`src/sv/qts_pkg.sv`:
```
// ----------------------------------------------------------------------------
// qts_pkg: shared definitions for the query template substituter
// Operation codes, special characters and default sizes.
// ----------------------------------------------------------------------------
package qts_pkg;

  localparam int unsigned EntriesDef  = 10;
  localparam int unsigned StrBytesDef = 20;

  localparam logic [7:0] CharAmp          = 8'h26;
  localparam logic [7:0] CharEq           = 8'h3D;
  localparam logic [7:0] SentinelResetVal = 8'h23;

  typedef enum logic [1:0] {
    OP_BEGIN    = 2'd0,
    OP_QUERY    = 2'd1,
    OP_TEMPLATE = 2'd2,
    OP_UNUSED   = 2'd3
  } op_e;

endpackage

```
`src/sv/qts_ram.sv`:
```
// ----------------------------------------------------------------------------
// qts_ram: generic simple dual-port RAM
// One write port and one read port with registered read data.
// ----------------------------------------------------------------------------
module qts_ram #(
  parameter int unsigned WIDTH = 8,
  parameter int unsigned DEPTH = 16,
  parameter int unsigned AW    = (DEPTH > 1) ? $clog2(DEPTH) : 1
) (
  input  logic             clk_i,
  input  logic             we_i,
  input  logic [AW-1:0]    waddr_i,
  input  logic [WIDTH-1:0] wdata_i,
  input  logic [AW-1:0]    raddr_i,
  output logic [WIDTH-1:0] rdata_o
);

  logic [WIDTH-1:0] mem [DEPTH];

  always_ff @(posedge clk_i) begin
    if (we_i) begin
      mem[waddr_i] <= wdata_i;
    end
    rdata_o <= mem[raddr_i];
  end

endmodule

```
`src/sv/query_template_substituter.sv`:
```
// ----------------------------------------------------------------------------
// query_template_substituter: query string table and template expansion
// Collects name/value pairs from a query and expands variables in a template.
// ----------------------------------------------------------------------------
// Usage: the slave stream carries one item per transfer: tuser holds the
// operation (begin, query byte, template byte) and tdata the byte. The master
// stream carries the expanded template bytes, tlast marking the last byte
// caused by one input item. cfg_we_i writes the sentinel byte.
// Timing: the block works on one item at a time. Begin, query bytes and
// template bytes that emit at most one byte are taken in idle, as long as
// the output register is free. A closing sentinel walks the entry table,
// comparing each name of the pending name's length byte by byte (names and
// the pending name live in single-port-read RAMs), then reads each emitted
// value byte through the value RAM.
// Reset clears the table lengths, the escape state and the sentinel (to '#');
// the string RAMs need no clearing since they are read only within lengths.
// A stalled receiver holds the output register, and the block stops taking
// items or emitting value bytes until the transfer completes.
// ----------------------------------------------------------------------------
module query_template_substituter #(
  parameter int unsigned ENTRIES   = qts_pkg::EntriesDef,
  parameter int unsigned STR_BYTES = qts_pkg::StrBytesDef
) (
  input  logic       clk_i,
  input  logic       rst_ni,
  input  logic       cfg_we_i,
  input  logic [7:0] cfg_wdata_i,       // sentinel_char
  input  logic       s_axis_tvalid_i,
  output logic       s_axis_tready_o,
  input  logic [7:0] s_axis_tdata_i,    // [7:0] in_byte
  input  logic [1:0] s_axis_tuser_i,    // [1:0] op
  output logic       m_axis_tvalid_o,
  input  logic       m_axis_tready_i,
  output logic [7:0] m_axis_tdata_o,    // [7:0] out_byte
  output logic       m_axis_tlast_o
);

  import qts_pkg::*;

  localparam int unsigned CAP  = STR_BYTES - 1;
  localparam int unsigned LW   = $clog2(STR_BYTES);
  localparam int unsigned EW   = $clog2(ENTRIES + 1);
  localparam int unsigned IW   = (ENTRIES > 1) ? $clog2(ENTRIES) : 1;
  localparam int unsigned AW   = $clog2(ENTRIES * CAP + 1);
  localparam int unsigned PAW  = (CAP > 1) ? $clog2(CAP) : 1;
  localparam logic [LW-1:0] CapL     = LW'(CAP);
  localparam logic [AW-1:0] CapA     = AW'(CAP);
  localparam logic [EW-1:0] EntriesL = EW'(ENTRIES);

  typedef enum logic [2:0] {
    ST_IDLE, ST_SCAN, ST_CMP, ST_CHK, ST_EMIT_RD, ST_EMIT_WAIT
  } state_e;

  state_e         state_q;
  logic [7:0]     sentinel_q;
  logic [LW-1:0]  name_len_q [ENTRIES];
  logic [LW-1:0]  val_len_q  [ENTRIES];
  logic [EW-1:0]  qidx_q;
  logic [AW-1:0]  qbase_q;
  logic           wval_q;
  logic [LW-1:0]  plen_q;
  logic           esc_q;
  logic [EW-1:0]  sidx_q;
  logic [AW-1:0]  sbase_q;
  logic [LW-1:0]  cj_q;
  logic           out_valid_q;
  logic [7:0]     out_byte_q;
  logic           out_last_q;

  logic           out_free;
  logic           out_load;
  logic           accept;
  op_e            op;
  logic [7:0]     in_b;
  logic [IW-1:0]  len_idx;
  logic [LW-1:0]  cur_nlen, cur_vlen;
  logic           q_active;
  logic           name_we, val_we, pend_we;
  logic [AW-1:0]  qwaddr;
  logic [7:0]     name_rd, val_rd, pend_rd;

  assign out_free        = !out_valid_q || m_axis_tready_i;
  assign s_axis_tready_o = (state_q == ST_IDLE) && out_free;
  assign accept          = s_axis_tvalid_i && s_axis_tready_o;
  assign op              = op_e'(s_axis_tuser_i);
  assign in_b            = s_axis_tdata_i;

  // The output register is loaded by a plain byte, by a doubled sentinel,
  // or by each value byte of a matched name.
  assign out_load = (accept && (op == OP_TEMPLATE)
                     && (((in_b == sentinel_q) && esc_q && (plen_q == '0))
                         || ((in_b != sentinel_q) && !esc_q)))
                    || ((state_q == ST_EMIT_WAIT) && out_free);

  // One length read port: query index while idle, scan index otherwise.
  assign len_idx  = (state_q == ST_IDLE) ? qidx_q[IW-1:0] : sidx_q[IW-1:0];
  assign cur_nlen = name_len_q[len_idx];
  assign cur_vlen = val_len_q[len_idx];

  assign q_active = accept && (op == OP_QUERY) && (qidx_q < EntriesL)
                    && (in_b != CharAmp) && (in_b != CharEq);
  assign name_we  = q_active && !wval_q && (cur_nlen < CapL);
  assign val_we   = q_active && wval_q && (cur_vlen < CapL);
  assign qwaddr   = qbase_q + AW'(wval_q ? cur_vlen : cur_nlen);
  assign pend_we  = accept && (op == OP_TEMPLATE) && (in_b != sentinel_q)
                    && esc_q && (plen_q < CapL);

  qts_ram #(.WIDTH(8), .DEPTH(ENTRIES * CAP), .AW(AW)) u_name_ram (
    .clk_i   (clk_i),
    .we_i    (name_we),
    .waddr_i (qwaddr),
    .wdata_i (in_b),
    .raddr_i (sbase_q + AW'(cj_q)),
    .rdata_o (name_rd)
  );

  qts_ram #(.WIDTH(8), .DEPTH(ENTRIES * CAP), .AW(AW)) u_val_ram (
    .clk_i   (clk_i),
    .we_i    (val_we),
    .waddr_i (qwaddr),
    .wdata_i (in_b),
    .raddr_i (sbase_q + AW'(cj_q)),
    .rdata_o (val_rd)
  );

  qts_ram #(.WIDTH(8), .DEPTH(CAP), .AW(PAW)) u_pend_ram (
    .clk_i   (clk_i),
    .we_i    (pend_we),
    .waddr_i (plen_q[PAW-1:0]),
    .wdata_i (in_b),
    .raddr_i (cj_q[PAW-1:0]),
    .rdata_o (pend_rd)
  );

  always_ff @(posedge clk_i or negedge rst_ni) begin
    if (!rst_ni) begin
      state_q     <= ST_IDLE;
      sentinel_q  <= SentinelResetVal;
      for (int i = 0; i < ENTRIES; i++) begin
        name_len_q[i] <= '0;
        val_len_q[i]  <= '0;
      end
      qidx_q      <= '0;
      qbase_q     <= '0;
      wval_q      <= 1'b0;
      plen_q      <= '0;
      esc_q       <= 1'b0;
      sidx_q      <= '0;
      sbase_q     <= '0;
      cj_q        <= '0;
      out_valid_q <= 1'b0;
      out_byte_q  <= '0;
      out_last_q  <= 1'b0;
    end else begin
      if (cfg_we_i) begin
        sentinel_q <= cfg_wdata_i;
      end
      out_valid_q <= out_load || (out_valid_q && !m_axis_tready_i);
      case (state_q)
        ST_IDLE: begin
          if (accept) begin
            case (op)
              OP_BEGIN: begin
                for (int i = 0; i < ENTRIES; i++) begin
                  name_len_q[i] <= '0;
                  val_len_q[i]  <= '0;
                end
                qidx_q  <= '0;
                qbase_q <= '0;
                wval_q  <= 1'b0;
                plen_q  <= '0;
                esc_q   <= 1'b0;
              end
              OP_QUERY: begin
                if (qidx_q < EntriesL) begin
                  if (in_b == CharAmp) begin
                    qidx_q  <= qidx_q + 1'b1;
                    qbase_q <= qbase_q + CapA;
                    wval_q  <= 1'b0;
                  end else if (in_b == CharEq) begin
                    wval_q            <= 1'b1;
                    val_len_q[len_idx] <= '0;
                  end else if (val_we) begin
                    val_len_q[len_idx] <= cur_vlen + 1'b1;
                  end else if (name_we) begin
                    name_len_q[len_idx] <= cur_nlen + 1'b1;
                  end
                end
              end
              OP_TEMPLATE: begin
                if (in_b == sentinel_q) begin
                  if (!esc_q) begin
                    esc_q <= 1'b1;
                  end else begin
                    esc_q <= 1'b0;
                    if (plen_q == '0) begin
                      out_byte_q  <= sentinel_q;
                      out_last_q  <= 1'b1;
                    end else begin
                      sidx_q  <= '0;
                      sbase_q <= '0;
                      state_q <= ST_SCAN;
                    end
                  end
                end else if (esc_q) begin
                  if (plen_q < CapL) begin
                    plen_q <= plen_q + 1'b1;
                  end
                end else begin
                  out_byte_q  <= in_b;
                  out_last_q  <= 1'b1;
                end
              end
              default: ;
            endcase
          end
        end
        ST_SCAN: begin
          cj_q <= '0;
          if (sidx_q == EntriesL) begin
            plen_q  <= '0;
            state_q <= ST_IDLE;
          end else if (cur_nlen == plen_q) begin
            state_q <= ST_CMP;
          end else begin
            sidx_q  <= sidx_q + 1'b1;
            sbase_q <= sbase_q + CapA;
          end
        end
        ST_CMP: begin
          state_q <= ST_CHK;
        end
        ST_CHK: begin
          if (name_rd != pend_rd) begin
            sidx_q  <= sidx_q + 1'b1;
            sbase_q <= sbase_q + CapA;
            state_q <= ST_SCAN;
          end else if (cj_q == plen_q - 1'b1) begin
            // Match: the value of this entry replaces the name.
            plen_q  <= '0;
            cj_q    <= '0;
            state_q <= (cur_vlen == '0) ? ST_IDLE : ST_EMIT_RD;
          end else begin
            cj_q    <= cj_q + 1'b1;
            state_q <= ST_CMP;
          end
        end
        ST_EMIT_RD: begin
          state_q <= ST_EMIT_WAIT;
        end
        ST_EMIT_WAIT: begin
          if (out_free) begin
            out_byte_q  <= val_rd;
            out_last_q  <= (cj_q == cur_vlen - 1'b1);
            if (cj_q == cur_vlen - 1'b1) begin
              state_q <= ST_IDLE;
            end else begin
              cj_q    <= cj_q + 1'b1;
              state_q <= ST_EMIT_RD;
            end
          end
        end
        default: state_q <= ST_IDLE;
      endcase
    end
  end

  assign m_axis_tvalid_o = out_valid_q;
  assign m_axis_tdata_o  = out_byte_q;
  assign m_axis_tlast_o  = out_last_q;

`ifndef NO_ASSERTIONS
  a_ready_idle: assert property (@(posedge clk_i) disable iff (!rst_ni)
    s_axis_tready_o |-> (state_q == ST_IDLE))
    else $error("input accepted outside idle");

  a_plen_cap: assert property (@(posedge clk_i) disable iff (!rst_ni)
    plen_q <= CapL)
    else $error("pending name length beyond capacity");

  a_qidx_range: assert property (@(posedge clk_i) disable iff (!rst_ni)
    qidx_q <= EntriesL)
    else $error("entry index beyond table");

  a_no_overwrite: assert property (@(posedge clk_i) disable iff (!rst_ni)
    (out_valid_q && !m_axis_tready_i) |=> ($stable(out_byte_q) && out_valid_q))
    else $error("stalled output byte overwritten");

  a_scan_no_emit: assert property (@(posedge clk_i) disable iff (!rst_ni)
    (state_q == ST_SCAN && sidx_q == EntriesL) |=> (state_q == ST_IDLE))
    else $error("scan ran past last entry");
`endif

endmodule

```
`config.mk`:
```
export PLATFORM = sky130hd
export DESIGN_NAME = query_template_substituter
export DESIGN_NICKNAME = d
export VERILOG_FILES = /design/src/sv/qts_pkg.sv /design/src/sv/qts_ram.sv /design/src/sv/query_template_substituter.sv
export SDC_FILE = /design/constraint.sdc
export NUM_CORES = 2
export LEC_CHECK = 0
export BUFFER_PORTS_ARGS = -buffer_cell sky130_fd_sc_hd__buf_2
export CORE_ASPECT_RATIO = 0.6
export CORE_MARGIN = 4
export CORE_UTILIZATION = 25
export DETAILED_ROUTE_END_ITERATION = 8
export SYNTH_ARGS = -nofsm -noshare
export SYNTH_HDL_FRONTEND = slang
export SYNTH_SLANG_ARGS = --single-unit
```
`constraint.sdc`:
```
create_clock -name clk_i -period 16.82 [get_ports clk_i]
set_clock_uncertainty 0.2 [all_clocks]
set_input_delay 0.841 -clock clk_i [delete_from_list [all_inputs] [get_ports clk_i]]
set_output_delay 0.841 -clock clk_i [all_outputs]
set_load 0.02 [all_outputs]
```
==> impl_metrics.xml <==
<?xml version="1.0" encoding="UTF-8"?>
<metrics>
  <group name="status">
    <metric name="run_status" unit="">finished, violations left</metric>
    <metric name="failing_checks" unit="">capacitance limit</metric>
  </group>
  <group name="synth">
    <metric name="synth.avg_cell_area" unit="µm²">21.8</metric>
    <metric name="synth-seq-area-share" unit="%">75.5</metric>
    <metric name="synth-main-ff-cell" unit="">edfxtp_1</metric>
    <metric name="synth.largest_area_cell" unit="">edfxtp_1</metric>
    <metric name="yosysWarningCount" unit="">0</metric>
    <metric name="ys_ff_latch" unit="">3373</metric>
    <metric name="async_flop_share" unit="%">4.65</metric>
    <metric name="synthDistinctLibCells" unit="">91</metric>
    <metric name="synthesis.nets" unit="">6143</metric>
    <metric name="synth.cell_area" unit="µm²">133000</metric>
    <metric name="synth_edf_count" unit="">3192</metric>
    <metric name="synth.top_cells.by_area" unit="">edfxtp_1 (72%), mux4_2 (18%), dfrtp_1 (2.9%)</metric>
    <metric name="yosys.area.top_type_share" unit="%">72.2</metric>
    <metric name="post_synth_inst_count" unit="">6094</metric>
  </group>
  <group name="clock_tree">
    <metric name="ctsResizeCount" unit="">0</metric>
    <metric name="clkLatencyLatePin" unit="ns">0.91</metric>
    <metric name="cts_inserted_buffers" unit="">282</metric>
    <metric name="clock_sinks" unit="">3373</metric>
    <metric name="post-cts-setup-buffer-count" unit="">0</metric>
    <metric name="cts.clk_slew.worst_paths" unit="ns">0.07</metric>
    <metric name="clockBufferDepth" unit="">4</metric>
    <metric name="cts_root_buf" unit="">clkbuf_16</metric>
    <metric name="ctsHtreeMaxLevel" unit="">5</metric>
    <metric name="tritoncts" unit="">done</metric>
  </group>
  <group name="timing">
    <metric name="setup_slack" unit="ns">7.80</metric>
    <metric name="timing.max_slew.rel_slack" unit="%">1.69</metric>
    <metric name="rsz0062_at_grt" unit="">no</metric>
    <metric name="transition_time_of_the_tightest_slew_check_pin" unit="ns">1.47</metric>
    <metric name="final-setup-viol-count" unit="">0</metric>
    <metric name="fin_crit_sh" unit="%">53.6</metric>
    <metric name="fin_tns_setup" unit="ns">0</metric>
    <metric name="period_needed" unit="ns">9.02</metric>
    <metric name="maxClockFrequency" unit="MHz">111</metric>
    <metric name="final_hold_fails" unit="">0</metric>
    <metric name="maxSlewViolCount" unit="">0</metric>
  </group>
  <group name="floorplan">
    <metric name="die_area" unit="µm²">543000</metric>
    <metric name="die_y" unit="µm">573</metric>
    <metric name="ioPinCount" unit="">34</metric>
    <metric name="floorplan.core_area" unit="µm²">530000</metric>
    <metric name="die_width" unit="µm">949</metric>
    <metric name="floorplan.initialDensity" unit="%">25.1</metric>
    <metric name="placement_rows" unit="">207</metric>
  </group>
  <group name="worst_setup_path">
    <metric name="crit_path_end_kind" unit="">register</metric>
    <metric name="max_stage_delay" unit="ns">0.79</metric>
    <metric name="critical_path.max_fanout" unit="">28</metric>
    <metric name="startpoint_class_of_the_critical_path" unit="">register</metric>
    <metric name="crit_slowest_cell" unit="">nor2_1</metric>
    <metric name="critPathKind" unit="">reg2reg</metric>
    <metric name="critPathArrivalTime" unit="ns">9.30</metric>
    <metric name="r2r_cells" unit="">19</metric>
    <metric name="critical_path_cell_by_cell" unit="">or4b_4, nand2_2, mux4_2, a211oi_1, nor2_1, nor2_1, a31oi_1, ha_1, fa_1, a21o_1, a21oi_1, nor2b_1, o21ai_0, xor2_2, buf_4, nor2b_1, nor2b_1, nand2_1, nor2_1</metric>
    <metric name="timing.rr.end" unit="">u_val_ram.mem[157][1]</metric>
    <metric name="worst_r2r_start" unit="">state_q[1]</metric>
    <metric name="timing.reg2reg.setup_slack" unit="ns">7.80</metric>
    <metric name="crit_required" unit="ns">17.10</metric>
  </group>
  <group name="min_path">
    <metric name="worstHoldEndpoint" unit="">u_name_ram.mem[123][1]</metric>
    <metric name="whs_path_depth" unit="">1</metric>
    <metric name="hp-start" unit="">s_axis_tdata_i[1]</metric>
    <metric name="hold_class" unit="">in2reg</metric>
  </group>
  <group name="pwr">
    <metric name="ir_worst_vdd" unit="V">0.000169</metric>
    <metric name="p_leak" unit="nW">45.2</metric>
    <metric name="switching_power" unit="mW">8.30</metric>
    <metric name="internal-power" unit="mW">16.5</metric>
    <metric name="powerDensity" unit="nW/µm²">164</metric>
    <metric name="clkPwrFrac" unit="%">27.8</metric>
    <metric name="pwr-share-seq" unit="%">38.1</metric>
    <metric name="power_switching_share" unit="%">33.5</metric>
    <metric name="pwr-share-comb" unit="%">34.1</metric>
  </group>
  <group name="drt">
    <metric name="drt_first_pass_iters" unit="">6</metric>
    <metric name="drc" unit="">0</metric>
    <metric name="detail_route.iter0.violations" unit="">11700</metric>
    <metric name="dr_total_vias" unit="">67200</metric>
    <metric name="routed_wire_per_std_cell" unit="µm">28.0</metric>
    <metric name="postRouteAntennaNets" unit="">0</metric>
    <metric name="via_per_inst" unit="">4.97</metric>
    <metric name="postRouteWirelength" unit="µm">378000</metric>
  </group>
  <group name="grt">
    <metric name="met1_usage" unit="%">21.0</metric>
    <metric name="grt_most_used_layer" unit="">met1</metric>
    <metric name="grtUsageMet2" unit="%">17.1</metric>
    <metric name="overflow_after_grt" unit="">0</metric>
    <metric name="grt_antenna_before_repair" unit="">33</metric>
    <metric name="pin_count_of_the_biggest_net_entering_global_routing" unit="">129</metric>
    <metric name="use_met3" unit="%">6.00</metric>
    <metric name="global_route.usage.total" unit="%">13.5</metric>
    <metric name="grt_pass1_vias" unit="">63900</metric>
    <metric name="global_route_wire_length_before_repair" unit="µm">529000</metric>
  </group>
  <group name="layout">
    <metric name="finalCoreUtilization" unit="%">28.6</metric>
    <metric name="final_nets" unit="">6247</metric>
    <metric name="synthToLayoutAreaGrowth" unit="%">14.0</metric>
    <metric name="layout_cells_sized_above_1" unit="%">27.1</metric>
  </group>
  <group name="placed_design">
    <metric name="placement.io_buffers" unit="">33</metric>
    <metric name="pre_cts_setup_slack" unit="ns">7.83</metric>
    <metric name="dp.final_hpwl" unit="µm">239000</metric>
    <metric name="place.gp.congestion" unit="">0.857</metric>
  </group>
  <group name="run">
    <metric name="max_cap_viol_count" unit="">1</metric>
  </group>
</metrics>
-- cells by family after synthesis --
family,share of synthesized area [%]
DFF,75.5
adders and majority gates,0.256
muxes,18.5
and+or+nand+nor,2.50
xor gates and xnor gates,0.343
buffers and inverters,1.26
AOI/OAI and AO/OA,1.63
-- how the worst max path moves through the flow --
stage / from / end / slack (ns) / depth (start not counted)
global placement: state_q[1] / u_val_ram.mem[164][0] / 7.72 / 19
floorplan: state_q[1] / u_val_ram.mem[128][0] / 10.73 / 20
detailed placement: state_q[1] / u_val_ram.mem[168][0] / 7.83 / 19
global route: state_q[1] / u_val_ram.mem[153][4] / 7.24 / 19
finish: state_q[1] / u_val_ram.mem[157][1] / 7.80 / 19
CTS: state_q[1] / u_val_ram.mem[160][4] / 7.82 / 19
-- cell usage after synthesis (all sizes together) (3+ instances only) --
library cell	instances
and2	11
xor2	24
buf	133
ha	24
nor2	476
mux2i	76
or2	6
edfxtp	3192
nor2b	19
o31ai	18
o221a	4
o221ai	8
o22ai	48
nand2	125
mux2	39
a32o	30
nor3	22
a21oi	41
o2111ai	4
nand3	44
or3	9
a21o	8
o211ai	17
nand2b	14
nor3b	4
nor4b	3
a211o	3
nand4	10
and3	7
a31oi	7
clkbuf	229
or4b	3
xnor2	28
nand3b	3
inv	56
nor4	5
dfrtp	154
o21ai	77
dfstp	3
a211oi	14
dfxtp	24
mux4	1038
-- stage by stage --
step | hold WS (ns) | total power, mW | area [µm²] | instances
detailed placement | 0.275 | 17.9 | 142000 | 13000
CTS | 0.0288 | 24.8 | 151000 | 13500
global placement | 0.277 | 17.9 | 142000 | 13000
floorplan | 0.270 | 16.0 | 133000 | 6094
global route | 0.0425 | 25.6 | 151000 | 13500
finish | 0.108 | 24.8 | 151000 | 13500
-- power by group through the flow --
stage | Clock [mW] | Combinational [mW] | Sequential (mW)
after detailed placement | 0 | 8.32 | 9.62
after floorplan | 0 | 6.48 | 9.56
after global placement | 0 | 8.26 | 9.62
after CTS | 6.98 | 8.34 | 9.43
final | 6.89 | 8.46 | 9.44
after global routing | 7.36 | 8.80 | 9.45
-- cell type report --
cell class | instances | area [µm²]
tap | 7106 | 8890
fill | 51000 | 378000
clock inverter | 154 | 1850
clock buffer | 341 | 7520
multi-input combinational | 2302 | 31100
inverter | 57 | 214
timing repair buffer | 182 | 1530
sequential | 3373 | 100000
antenna | 8 | 20.0
-- critical path, delay by kind of cell (launching register included) --
family / cells / cell delay (ns)
xor+xnor: 1 / 0.36
compound gates: 5 / 1.37
mux: 1 / 0.61
fa+ha+maj: 2 / 0.73
flops: 1 / 0.63
buf+inv: 1 / 0.31
simple gates: 9 / 4.38
-- metal layers --
layer	part of all wire, %	wire (µm)	vias to the layer above
li1	-	-	25700
met1	44	165000	36100
met2	38	145000	5008
met3	16	61600	406
met4	1.5	5840	16
met5	0.024	92	-
-- state kept, by name, summed over array words and instances (netlist names) --
| signal | flops |
|---|---|
| u_name_ram.mem | 1520 |
| u_val_ram.mem | 1520 |
| u_pend_ram.mem | 152 |
| name_len_q | 50 |
| val_len_q | 50 |
| m_axis_tdata_o | 8 |
| qbase_q | 8 |
| sbase_q | 8 |
| sentinel_q | 8 |
| u_name_ram.rdata_o | 8 |
| u_pend_ram.rdata_o | 8 |
| u_val_ram.rdata_o | 8 |
| cj_q | 5 |
| plen_q | 5 |
| qidx_q | 4 |
| sidx_q | 4 |
| state_q | 3 |
| esc_q | 1 |
| m_axis_tlast_o | 1 |
| m_axis_tvalid_o | 1 |
| wval_q | 1 |
-- timing repair --
item,in CTS,in global routing
hold endpoints to repair,103,0
setup endpoints to repair,0,0
hold buffers,9,0
-- layout by cell type (no fill, tap or decap), types with 9 or more instances in the layout --
master	instances
a211oi_1	10
a21oi_1	41
a32o_1	30
and2_1	9
buf_12	11
buf_2	24
buf_4	129
bufinv_16	40
clkbuf_1	46
clkbuf_16	292
clkinv_1	49
clkinv_2	31
clkinvlp_4	12
dfrtp_1	152
dfxtp_1	24
dlygate4sd3_1	9
edfxtp_1	3192
ha_1	23
inv_1	55
inv_6	10
mux2_2	36
mux2i_1	72
mux4_2	1038
nand2_1	111
nand2_2	9
nand2b_1	14
nand3_1	33
nor2_1	474
nor2b_1	19
nor3_1	21
o211ai_1	11
o21ai_0	63
o21ai_1	10
o22ai_1	48
o31ai_1	16
xnor2_1	22
xor2_1	23
Power figures use the tool's default switching activity.
